==> src/rtl/tkih_pkg.sv <==
// Package for the tick-keyed input history block.
// Holds the transfer structs, opcode and state enums, and default sizes.
// No dependencies.
package tkih_pkg;

  localparam int TICK_W          = 64;
  localparam int ACT_W           = 32;
  localparam int DEPTH_DEF       = 32;
  localparam int ACTION_BITS_DEF = 32;

  typedef enum logic [2:0] {
    OP_PUSH    = 3'd0,
    OP_LOOKUP  = 3'd1,
    OP_LATEST  = 3'd2,
    OP_CONFIRM = 3'd3,
    OP_LIST    = 3'd4,
    OP_PRUNE   = 3'd5,
    OP_CLEAR   = 3'd6
  } op_e;

  typedef enum logic [1:0] {
    ST_IDLE,
    ST_SCAN,
    ST_WRITE,
    ST_FLUSH
  } state_e;

  typedef struct packed {
    logic [2:0]        opcode;
    logic [TICK_W-1:0] tick;
    logic [ACT_W-1:0]  action_in;
  } in_t;

  typedef struct packed {
    logic              accepted;
    logic              found;
    logic              pending;
    logic [ACT_W-1:0]  action_out;
    logic              entry_valid;
    logic [TICK_W-1:0] entry_tick;
    logic              last;
  } out_t;

  typedef struct packed {
    logic eq;
    logic lt;
  } cmp_t;

endpackage

==> src/rtl/tkih_mem.sv <==
// Entry store: tick and action words, one write port, one registered read port.
// Depends on tkih_pkg.
module tkih_mem #(
  parameter int DEPTH = tkih_pkg::DEPTH_DEF,
  parameter int AW    = tkih_pkg::ACT_W,
  parameter int IW    = $clog2(DEPTH)
) (
  input  logic                        clk_i,
  input  logic                        we_i,
  input  logic [IW-1:0]               waddr_i,
  input  logic [tkih_pkg::TICK_W-1:0] wtick_i,
  input  logic [AW-1:0]               wact_i,
  input  logic [IW-1:0]               raddr_i,
  output logic [tkih_pkg::TICK_W-1:0] rtick_o,
  output logic [AW-1:0]               ract_o
);

  logic [tkih_pkg::TICK_W-1:0] tick_mem [DEPTH];
  logic [AW-1:0]               act_mem  [DEPTH];
  logic [tkih_pkg::TICK_W-1:0] rtick_q;
  logic [AW-1:0]               ract_q;

  always_ff @(posedge clk_i) begin
    if (we_i) begin
      tick_mem[waddr_i] <= wtick_i;
      act_mem[waddr_i]  <= wact_i;
    end
    rtick_q <= tick_mem[raddr_i];
    ract_q  <= act_mem[raddr_i];
  end

  assign rtick_o = rtick_q;
  assign ract_o  = ract_q;

endmodule

==> src/rtl/tkih_cmp.sv <==
// Shared 64-bit magnitude comparator used by push, lookup, confirm, list and prune.
// Depends on tkih_pkg.
module tkih_cmp (
  input  logic [tkih_pkg::TICK_W-1:0] a_i,
  input  logic [tkih_pkg::TICK_W-1:0] b_i,
  output tkih_pkg::cmp_t              res_o
);

  assign res_o.eq = (a_i == b_i);
  assign res_o.lt = (a_i < b_i);

endmodule

==> src/rtl/tkih_ctrl.sv <==
// Sequencer: ring pointers, watermark, read walk over the store, result register.
// Depends on tkih_pkg; drives tkih_mem and tkih_cmp from the top level.
module tkih_ctrl #(
  parameter int DEPTH = tkih_pkg::DEPTH_DEF,
  parameter int AW    = tkih_pkg::ACT_W,
  parameter int IW    = $clog2(DEPTH),
  parameter int CW    = $clog2(DEPTH + 1)
) (
  input  logic                        clk_i,
  input  logic                        rst_ni,
  input  logic                        start,
  output logic                        busy,
  input  tkih_pkg::in_t               item_i,
  output logic                        res_strobe_o,
  output tkih_pkg::out_t              res_o,
  output logic                        mem_we_o,
  output logic [IW-1:0]               mem_waddr_o,
  output logic [tkih_pkg::TICK_W-1:0] mem_wtick_o,
  output logic [AW-1:0]               mem_wact_o,
  output logic [IW-1:0]               mem_raddr_o,
  input  logic [tkih_pkg::TICK_W-1:0] mem_rtick_i,
  input  logic [AW-1:0]               mem_ract_i,
  output logic [tkih_pkg::TICK_W-1:0] cmp_a_o,
  output logic [tkih_pkg::TICK_W-1:0] cmp_b_o,
  input  tkih_pkg::cmp_t              cmp_i
);

  localparam int TW = tkih_pkg::TICK_W;

  function automatic logic [IW-1:0] wrap_slot(input logic [IW-1:0] b,
                                              input logic [CW-1:0] p);
    logic [CW:0] s;
    s = (CW+1)'(b) + (CW+1)'(p);
    if (s >= (CW+1)'(DEPTH)) s = s - (CW+1)'(DEPTH);
    return s[IW-1:0];
  endfunction

  tkih_pkg::state_e state_q, state_d;
  tkih_pkg::op_e    op_q, op_d;
  logic [TW-1:0]    tick_q, tick_d;
  logic [AW-1:0]    act_q, act_d;
  logic             above_q, above_d;
  logic [IW-1:0]    base_q, base_d;
  logic [CW-1:0]    lim_q, lim_d;
  logic [CW-1:0]    ipos_q, ipos_d;
  logic             dvalid_q, dvalid_d;
  logic             dlast_q, dlast_d;
  logic [TW-1:0]    hold_q, hold_d;
  logic             have_q, have_d;
  logic [IW-1:0]    head_q, head_d;
  logic [CW-1:0]    count_q, count_d;
  logic [TW-1:0]    wm_q, wm_d;
  tkih_pkg::out_t   res_q, res_d;
  logic             strobe_q, strobe_d;
  logic             do_write;
  logic [tkih_pkg::ACT_W-1:0] ract_ext;

  always_ff @(posedge clk_i or negedge rst_ni) begin
    if (!rst_ni) begin
      state_q  <= tkih_pkg::ST_IDLE;
      head_q   <= '0;
      count_q  <= '0;
      wm_q     <= '0;
      strobe_q <= 1'b0;
      dvalid_q <= 1'b0;
      dlast_q  <= 1'b0;
      have_q   <= 1'b0;
    end else begin
      state_q  <= state_d;
      head_q   <= head_d;
      count_q  <= count_d;
      wm_q     <= wm_d;
      strobe_q <= strobe_d;
      dvalid_q <= dvalid_d;
      dlast_q  <= dlast_d;
      have_q   <= have_d;
    end
  end

  always_ff @(posedge clk_i) begin
    op_q    <= op_d;
    tick_q  <= tick_d;
    act_q   <= act_d;
    above_q <= above_d;
    base_q  <= base_d;
    lim_q   <= lim_d;
    ipos_q  <= ipos_d;
    hold_q  <= hold_d;
    res_q   <= res_d;
  end

  always_comb begin
    ract_ext             = '0;
    ract_ext[AW-1:0]     = mem_ract_i;
  end

  always_comb begin
    state_d  = state_q;
    op_d     = op_q;
    tick_d   = tick_q;
    act_d    = act_q;
    above_d  = above_q;
    base_d   = base_q;
    lim_d    = lim_q;
    ipos_d   = ipos_q;
    hold_d   = hold_q;
    have_d   = have_q;
    head_d   = head_q;
    count_d  = count_q;
    wm_d     = wm_q;
    res_d    = '0;
    strobe_d = 1'b0;
    dvalid_d = 1'b0;
    dlast_d  = 1'b0;
    do_write = 1'b0;
    cmp_a_o  = mem_rtick_i;
    cmp_b_o  = tick_q;
    mem_raddr_o = wrap_slot(base_q, ipos_q);

    case (state_q)
      tkih_pkg::ST_IDLE: begin
        cmp_a_o = wm_q;
        cmp_b_o = item_i.tick;
        if (start) begin
          op_d    = tkih_pkg::op_e'(item_i.opcode);
          tick_d  = item_i.tick;
          act_d   = item_i.action_in[AW-1:0];
          above_d = cmp_i.lt;
          base_d  = head_q;
          lim_d   = count_q;
          have_d  = 1'b0;
          ipos_d  = '0;
          case (tkih_pkg::op_e'(item_i.opcode))
            tkih_pkg::OP_PUSH: begin
              ipos_d  = count_q - CW'(1);
              state_d = (count_q == '0) ? tkih_pkg::ST_WRITE : tkih_pkg::ST_SCAN;
            end
            tkih_pkg::OP_LATEST, tkih_pkg::OP_LOOKUP,
            tkih_pkg::OP_LIST, tkih_pkg::OP_PRUNE: begin
              if (tkih_pkg::op_e'(item_i.opcode) == tkih_pkg::OP_LATEST) begin
                ipos_d = count_q - CW'(1);
              end
              if (count_q == '0) begin
                strobe_d   = 1'b1;
                res_d.last = 1'b1;
              end else begin
                state_d = tkih_pkg::ST_SCAN;
              end
            end
            tkih_pkg::OP_CONFIRM: begin
              if (cmp_i.lt) wm_d = item_i.tick;
              strobe_d   = 1'b1;
              res_d.last = 1'b1;
            end
            tkih_pkg::OP_CLEAR: begin
              head_d     = '0;
              count_d    = '0;
              wm_d       = '0;
              strobe_d   = 1'b1;
              res_d.last = 1'b1;
            end
            default: begin
              strobe_d   = 1'b1;
              res_d.last = 1'b1;
            end
          endcase
        end
      end

      tkih_pkg::ST_SCAN: begin
        if (ipos_q < lim_q) begin
          ipos_d   = ipos_q + CW'(1);
          dvalid_d = 1'b1;
          dlast_d  = (ipos_q == lim_q - CW'(1));
        end
        if (dvalid_q) begin
          case (op_q)
            tkih_pkg::OP_PUSH: begin
              do_write       = cmp_i.lt;
              res_d.accepted = cmp_i.lt;
              res_d.last     = 1'b1;
              strobe_d       = 1'b1;
              state_d        = tkih_pkg::ST_IDLE;
            end
            tkih_pkg::OP_LOOKUP: begin
              if (cmp_i.eq) begin
                res_d.found      = 1'b1;
                res_d.pending    = above_q;
                res_d.action_out = ract_ext;
                res_d.last       = 1'b1;
                strobe_d         = 1'b1;
                state_d          = tkih_pkg::ST_IDLE;
              end else if (dlast_q) begin
                res_d.last = 1'b1;
                strobe_d   = 1'b1;
                state_d    = tkih_pkg::ST_IDLE;
              end
            end
            tkih_pkg::OP_LATEST: begin
              res_d.found      = 1'b1;
              res_d.action_out = ract_ext;
              res_d.last       = 1'b1;
              strobe_d         = 1'b1;
              state_d          = tkih_pkg::ST_IDLE;
            end
            tkih_pkg::OP_LIST: begin
              cmp_a_o = wm_q;
              cmp_b_o = mem_rtick_i;
              if (cmp_i.lt) begin
                if (have_q) begin
                  res_d.entry_valid = 1'b1;
                  res_d.entry_tick  = hold_q;
                  strobe_d          = 1'b1;
                end
                hold_d = mem_rtick_i;
                have_d = 1'b1;
              end
              if (dlast_q) state_d = tkih_pkg::ST_FLUSH;
            end
            tkih_pkg::OP_PRUNE: begin
              if (cmp_i.lt) begin
                head_d  = wrap_slot(head_q, CW'(1));
                count_d = count_q - CW'(1);
              end
              if (!cmp_i.lt || dlast_q) begin
                res_d.last = 1'b1;
                strobe_d   = 1'b1;
                state_d    = tkih_pkg::ST_IDLE;
              end
            end
            default: begin
              res_d.last = 1'b1;
              strobe_d   = 1'b1;
              state_d    = tkih_pkg::ST_IDLE;
            end
          endcase
        end
      end

      tkih_pkg::ST_WRITE: begin
        do_write       = 1'b1;
        res_d.accepted = 1'b1;
        res_d.last     = 1'b1;
        strobe_d       = 1'b1;
        state_d        = tkih_pkg::ST_IDLE;
      end

      tkih_pkg::ST_FLUSH: begin
        res_d.entry_valid = have_q;
        res_d.entry_tick  = have_q ? hold_q : '0;
        res_d.last        = 1'b1;
        strobe_d          = 1'b1;
        state_d           = tkih_pkg::ST_IDLE;
      end

      default: begin
        state_d = tkih_pkg::ST_IDLE;
      end
    endcase

    if (count_q == CW'(DEPTH)) begin
      mem_waddr_o = head_q;
      if (do_write) head_d = wrap_slot(head_q, CW'(1));
    end else begin
      mem_waddr_o = wrap_slot(head_q, count_q);
      if (do_write) count_d = count_q + CW'(1);
    end
  end

  assign mem_we_o     = do_write;
  assign mem_wtick_o  = tick_q;
  assign mem_wact_o   = act_q;
  assign busy         = (state_q != tkih_pkg::ST_IDLE);
  assign res_strobe_o = strobe_q;
  assign res_o        = res_q;

endmodule

==> src/rtl/tick_keyed_input_history.sv <==
// Tick-keyed input history: bounded tick-ordered ring of action words with a watermark.
// Usage:
//   An operation is transferred at a rising edge with start high and busy low;
//   item_i carries opcode, tick and action_in. busy stays high while the
//   sequencer works and no new operation is taken meanwhile.
//   Each result sits on res_o for exactly one cycle with res_strobe_o high;
//   the receiver cannot stall, so nothing is ever held back. The final
//   result of an operation has last set; only list gives several results.
// Sequencing (N = live entries, one entry read per cycle from the single
// registered read port of the store, one shared 64-bit comparator):
//   confirm, clear, unused opcode, any operation but push on an empty buffer:
//     result in the cycle after the transfer, busy never rises.
//   push: reads the newest entry, writes if its tick is newer (an empty
//   buffer is written directly). latest: reads the newest entry.
//   lookup, prune: walk up to N entries from the oldest. list: all N, then a flush.
// Reset: asynchronous, active low; empties the buffer and zeroes the
// watermark at once. The store contents are not cleared; an entry is only
// read after it has been written.
// Depends on tkih_pkg, tkih_mem, tkih_cmp, tkih_ctrl.
module tick_keyed_input_history #(
  parameter int DEPTH       = tkih_pkg::DEPTH_DEF,
  parameter int ACTION_BITS = tkih_pkg::ACTION_BITS_DEF
) (
  input  logic           clk_i,
  input  logic           rst_ni,
  input  logic           start,
  output logic           busy,
  input  tkih_pkg::in_t  item_i,
  output logic           res_strobe_o,
  output tkih_pkg::out_t res_o
);

  localparam int AW = (ACTION_BITS > tkih_pkg::ACT_W) ? tkih_pkg::ACT_W : ACTION_BITS;
  localparam int IW = $clog2(DEPTH);
  localparam int CW = $clog2(DEPTH + 1);

  logic                        mem_we;
  logic [IW-1:0]               mem_waddr;
  logic [tkih_pkg::TICK_W-1:0] mem_wtick;
  logic [AW-1:0]               mem_wact;
  logic [IW-1:0]               mem_raddr;
  logic [tkih_pkg::TICK_W-1:0] mem_rtick;
  logic [AW-1:0]               mem_ract;
  logic [tkih_pkg::TICK_W-1:0] cmp_a;
  logic [tkih_pkg::TICK_W-1:0] cmp_b;
  tkih_pkg::cmp_t              cmp_res;

  tkih_mem #(
    .DEPTH (DEPTH),
    .AW    (AW),
    .IW    (IW)
  ) u_mem (
    .clk_i   (clk_i),
    .we_i    (mem_we),
    .waddr_i (mem_waddr),
    .wtick_i (mem_wtick),
    .wact_i  (mem_wact),
    .raddr_i (mem_raddr),
    .rtick_o (mem_rtick),
    .ract_o  (mem_ract)
  );

  tkih_cmp u_cmp (
    .a_i   (cmp_a),
    .b_i   (cmp_b),
    .res_o (cmp_res)
  );

  tkih_ctrl #(
    .DEPTH (DEPTH),
    .AW    (AW),
    .IW    (IW),
    .CW    (CW)
  ) u_ctrl (
    .clk_i        (clk_i),
    .rst_ni       (rst_ni),
    .start        (start),
    .busy         (busy),
    .item_i       (item_i),
    .res_strobe_o (res_strobe_o),
    .res_o        (res_o),
    .mem_we_o     (mem_we),
    .mem_waddr_o  (mem_waddr),
    .mem_wtick_o  (mem_wtick),
    .mem_wact_o   (mem_wact),
    .mem_raddr_o  (mem_raddr),
    .mem_rtick_i  (mem_rtick),
    .mem_ract_i   (mem_ract),
    .cmp_a_o      (cmp_a),
    .cmp_b_o      (cmp_b),
    .cmp_i        (cmp_res)
  );

  a_accept_progress: assert property (@(posedge clk_i) disable iff (!rst_ni)
    (start && !busy) |=> (res_strobe_o || busy))
    else $error("transfer neither answered nor started work");

  a_last_when_idle: assert property (@(posedge clk_i) disable iff (!rst_ni)
    (res_strobe_o && res_o.last) |-> !busy)
    else $error("final result while sequencer still busy");

  a_nonlast_is_list: assert property (@(posedge clk_i) disable iff (!rst_ni)
    (res_strobe_o && !res_o.last) |-> (busy && res_o.entry_valid))
    else $error("non-final result outside a pending list walk");

endmodule

==> config.mk <==
export PLATFORM = sky130hd
export DESIGN_NAME = tick_keyed_input_history
export DESIGN_NICKNAME = d
export VERILOG_FILES = /design/src/rtl/tkih_pkg.sv /design/src/rtl/tkih_mem.sv /design/src/rtl/tkih_cmp.sv /design/src/rtl/tkih_ctrl.sv /design/src/rtl/tick_keyed_input_history.sv
export SDC_FILE = /design/constraint.sdc
export NUM_CORES = 2
export LEC_CHECK = 0
export BUFFER_PORTS_ARGS = -buffer_cell sky130_fd_sc_hd__buf_2
export CAP_MARGIN = 10
export CELL_PAD_IN_SITES_DETAIL_PLACEMENT = 0
export CELL_PAD_IN_SITES_GLOBAL_PLACEMENT = 1
export CORE_MARGIN = 4
export CORE_UTILIZATION = 45
export CTS_CLUSTER_DIAMETER = 120
export DETAILED_ROUTE_END_ITERATION = 10
export PLACE_DENSITY_LB_ADDON = 0.1
export SYNTH_ARGS = -nofsm -noshare
export SYNTH_HDL_FRONTEND = slang
export SYNTH_HIERARCHICAL = 1
export SYNTH_SLANG_ARGS = --single-unit
export TNS_END_PERCENT = 1
==> constraint.sdc <==
create_clock -name clk_i -period 16.63 [get_ports clk_i]
set_input_delay 3.326 -clock clk_i [delete_from_list [all_inputs] [get_ports clk_i]]
set_output_delay 3.326 -clock clk_i [all_outputs]
set_load 0.05 [all_outputs]
# ---- Yosys cells after proc, flatten, opt, wreduce, memory -nomap -nowiden
# Memory sizes are Yosys's and may differ from the RTL's. A register that Yosys moved wholly into a read port is not among the register bits.
# Cells that the tools add are included.
dict set report classes {
  n_addsub 10
  magnitude_cmp 5
  eq_ne 27
  n_mux 82
  reduce_logical 19
}
# op n
set op_table {}
lappend op_table {{$mux 64} 6}
lappend op_table {{$pmux 64 s2} 3}
lappend op_table {{$mux 65} 3}
lappend op_table {{$pmux 65 s2} 1}
lappend op_table {{$mux 101} 1}
lappend op_table {{$eq 64x64->1} 1}
lappend op_table {{$lt 64x64->1} 1}
lappend op_table {{$pmux 32 s2} 1}
lappend op_table {{$mux 6} 10}
lappend op_table {{$mux 5} 11}
lappend op_table {{$pmux 6 s2} 3}
lappend op_table {{$mux 34} 1}
lappend op_table {{$mux 1} 21}
lappend op_table {{$mux 2} 8}
lappend op_table {{$eq 3x3->1 const B} 5}
lappend op_table {{$sub 5x1->5 const B} 3}
lappend op_table {{$add 5x6->7} 2}
lappend op_table {{$ge 7x6->1 const B} 2}
lappend op_table {{$add 6x1->6 const B} 2}
lappend op_table {{$pmux 1 s3} 4}
lappend op_table {{$pmux 2 s3} 2}
lappend op_table {{$reduce_and 4->1} 3}
lappend op_table {{$sub 6x1->6 const B} 2}
lappend op_table {{$pmux 1 s2} 5}
lappend op_table {{other kinds (28)} 42}
dict set report word_totals {
  regBits 363
  ramBits 3072
  input_bits 102
  output_inout_bits 103
  word_cells 168
  memories 2
}
# memory depth width rd rd_ports_with_merged_regs write_ports line
set memory_table {}
lappend memory_table {u_mem.tick_mem 32 64 1 1 1 tkih_mem.sv:18} ;# logic [tkih_pkg::TICK_W-1:0] tick_mem [DEPTH];
lappend memory_table {u_mem.act_mem 32 32 1 1 1 tkih_mem.sv:19} ;# logic [AW-1:0] act_mem [DEPTH];

# ---- Depth between registers and ports, before layout
dict set report logic_depth {
  ltp_word 11
  depth_mapped 23
  mapped_depth_nobuf 19
}

# ---- Modules after synthesis
# Netlist, hierarchy kept.
# module instances cells_each area_per_inst_um2 seq_area_each_um2
set by_module_without_submodules {}
lappend by_module_without_submodules {tkih_mem 1 5590 118573.7 94170.3}
lappend by_module_without_submodules {tkih_ctrl 1 1262 15021.9 9484.1}
lappend by_module_without_submodules {tkih_cmp 1 233 1689.1 0.0}

# ---- Least setup slack after synthesis
# Ideal clock, no wire load.
dict set report synth_path {
  kind {input-to-reg}
  start {in item_i[91] in the netlist's numbering}
  end {mem u_mem/act_mem[12][0] in the netlist's numbering, enable pin}
  setup_ps 552
  arrival_ps 10186
  t_required_ps 16078
  setup_slack_ps 5892
  stages 14
  n_path_buf 1
  path_cell_list {a221o_1 inv_1 ha_1 and2_4 and4_1 and3_1 a2bb2oi_2 nor4_2 and3_1 a22oi_2 inv_2 or3b_2 clkbuf_1 nor2_1}
}
# item line
set synth_lines {}
lappend synth_lines {{from (decl)} tick_keyed_input_history.sv:28} ;# input tkih_pkg::in_t item_i,
lappend synth_lines {{to (decl)} tkih_mem.sv:19}

==> reports/results.ini <==
[outcome]
status=finished, final reports clean

[synthesis]
synth_edf_count=3253
yosys.area_share.simple=0.02755
yosysSeqAreaShare=0.7662
async_flop_share=0.02294
synth-adder-area-share=0.008342
synth_xor_xnor_area_share=0.001489
synth_top_family_by_area=multiplexers
synth_mux_area_frac=0.1250
synthCells=7085
avgSynthCellArea_sq_um=19.09
ys_warn_count=6
syn_area_sq_um=135300
synthFlopType=edfxtp_1
synth_area_leader_cell=edfxtp_1
synth_cell_types=81
synthesis.nets=7276
synth_compound_area_frac=0.05414
post-synth-top-count-cell=edfxtp_1
synth_seq_cells=3531
synth_top_cell_area_share=0.7221
synth_common_cells=edfxtp_1, mux2i_1, a22oi_1, mux4_2, nand2_1
synthTopCellsByArea=edfxtp_1, mux4_2, mux2i_1, a22oi_1, dfxtp_1

[critical_path]
r2r-start=u_ctrl/state_q[1]
crit_start=item_i[95]
cp.arrival_ps=9540
path_class=in2reg
end_kind=flip-flop
start_kind=input port
cp_max_fo=32
required_ps=17170
r2r_cells=21

[min_path]
hold_start=u_mem/ract_o[27]
holdPathStages=1
hold_path_class=reg2reg

[global_route]
grt-ovfl-total=0
grtUsageTotal=0.2528
grt_pass1_wl_mm=557.1
grt_pass1_vias=71330
use_met1=0.3613
grt_start_max_net_pins=113
antenna_found_initial=39
grt_use_met3=0.03403
grt_util_met2=0.4134
top_usage_layer=met2

[finish]
seq_area_sq_um=103700
area_delta_synth_final_pct=13.54
final_net_count=7690
fillers=23980
finalNonFillerCells=11780
final_area_sq_um=153600
final_layout_size_suffix_gt1_frac=0.1852
multi_input_area_sq_um=29770

[floorplanning]
start_util=0.4517
fp.dieH_um=556.3
die_w_um=556.3
fp-row-count=201
dieArea_sq_um=309500
ios=205
core_area_sq_um=299500

[routing]
wire_per_inst_um=33.70
drt_iter0_drc=7588
drt_wl_total_mm=397.1
vias=71270
viasPerCell=6.049
drc=0
drtAntennaViolNets=0
drt-pass1-iter-count=5

[timing]
rsz0062_at_grt=false
fin_crit_sh=0.5411
fmax_mhz=111.1
fin_crit_ps=8998
setup_viol=0
setup_tns_ps=0
fin_worst_skew_ps=50.62
finalHoldViolations=0
report.final.slew_viol_count=0
worst_slew_pin_slew_ps=1326
relSlewSlack=0.1140

[clocking]
postCtsSetupRepairBufs=0
h-tree-depth=5
cts_hold_buf=0
ctsRootBufferMaster=clkbuf_16
ctsResizeCount=0
clk_path_buf_depth=4
cts_tree=yes
numCtsBuffers=370
clk_pin_slew_ps=60
clk_latency_ps=930
cts.sinks=3531

[pwr]
p_switching_uw=12990
combPwrFrac=0.422
p_leak_uw=0.05230
ir_worst_vdd_v=0.0002825
power_uw=33060
internal_power_uw=20070
p_clk_frac=0.244
p_per_area_nw_per_um2=215.2
switching_share=0.3930
p_seq_frac=0.335

[placed_design]
place_area_sq_um=141700
io_buffers=204
dp_hpwl_mm=221.7
gp_congestion=0.7964
dp.cells=11080

[flow_run]
maxCapViolCount=0

==> final timing paths <==
kind,to,slack (ps)
setup / recovery,u_mem/act_mem[10][6],7630
min in group asynchronous,u_ctrl/dvalid_q,2420
hold reg to reg,u_ctrl/res_o[93],420
hold / removal,u_ctrl/res_o[93],420
max in group asynchronous,u_ctrl/wm_q[10],12980
setup reg to reg,u_mem/act_mem[10][6],7640
==> layer usage <==
layer,up-vias,part of all wire
met3,565,0.057
met1,38450,0.43
met2,2538,0.48
met5,-,0.00017
met4,12,0.026
li1,29700,-
==> placed cells by master (no fill, tap or decap), types with 49 or more instances in the layout <==
cell type	count
edfxtp_1	3253
mux2i_1	799
a22oi_1	539
mux4_2	394
clkbuf_16	378
buf_4	222
nand2_1	221
buf_2	203
nand3_1	200
dfxtp_1	197
o21ai_0	130
a22o_1	121
clkbuf_1	117
and2_1	104
inv_1	89
ha_1	85
dfrtp_1	81
a21oi_1	62
a31oi_1	61
nand4_1	57
clkinv_2	54
clkinv_1	49
==> cell type report <==
class,instances,share of cell area
well taps,3958,0.03224
repair buffers,442,0.01974
clock buffers,529,0.06749
diodes,18,0.0002932
multi-input cells,3062,0.1938
clock inverters,150,0.009351
inverters,92,0.002281
flip-flops and latches,3531,0.6748
==> critical path, stage by stage <==
cell       delay (ps)
buf_2             120
a22oi_1           170
o21ai_0           110
inv_1              90
ha_1              270
a21oi_2           150
nand2_1           320
a2111oi_4         440
a2bb2oi_2         150
nor4_2            280
buf_4             190
and3_1            170
a22oi_2            90
inv_2             320
nand3b_1          790
nor2_4           1070
buf_4             650
buf_4             680
==> stage by stage <==
stage,hold slack [ps],setup WS [ps],utilization
floorplan,405.7,5892,-
global placement,415.7,6860,0.4729
detailed placement,414.3,6780,0.4730
CTS,425.4,7757,0.5124
global route,423.1,7453,0.5127
finish,420.4,7632,0.5128
==> logic make-up (layout without fill, tap and decap cells) <==
group           count (synthesis)  after routing
fa+ha+maj                      89             89
xor+xnor                       23             23
buf+inv                       492           1213
compound gates               1016           1016
mux                          1196           1196
flops                        3531           3531
simple gates                  738            738
other cells                     0             18
==> flip-flops by register name (all words and copies together), names as in the netlist, 2 cells and up <==
| register | count |
|---|---|
| u_ctrl/wm_q | 64 |
| u_ctrl/count_q | 6 |
| u_ctrl/mem_wtick_o | 64 |
| u_ctrl/head_q | 5 |
| u_mem/ract_o | 32 |
| u_ctrl/base_q | 5 |
| u_ctrl/lim_q | 6 |
| u_mem/rtick_o | 64 |
| u_mem/act_mem | 1024 |
| u_ctrl/state_q | 2 |
| u_ctrl/res_o | 101 |
| u_ctrl/mem_wact_o | 32 |
| u_mem/tick_mem | 2048 |
| u_ctrl/op_q | 3 |
| u_ctrl/hold_q | 64 |
| u_ctrl/ipos_q | 6 |
==> power groups by stage <==
| stage | combinational (uW) | clock (uW) | sequential, uW |
|---|---|---|---|
| 2_1_floorplan | 8660 | 0 | 11100 |
| 3_3_place_gp | 14000 | 0 | 11300 |
| 3_5_place_dp | 14000 | 0 | 11300 |
| 4_1_cts | 14000 | 8220 | 11100 |
| 5_1_grt | 14700 | 8620 | 11100 |
| 6_report | 13900 | 8060 | 11100 |
(Power assumes the default switching activity.)
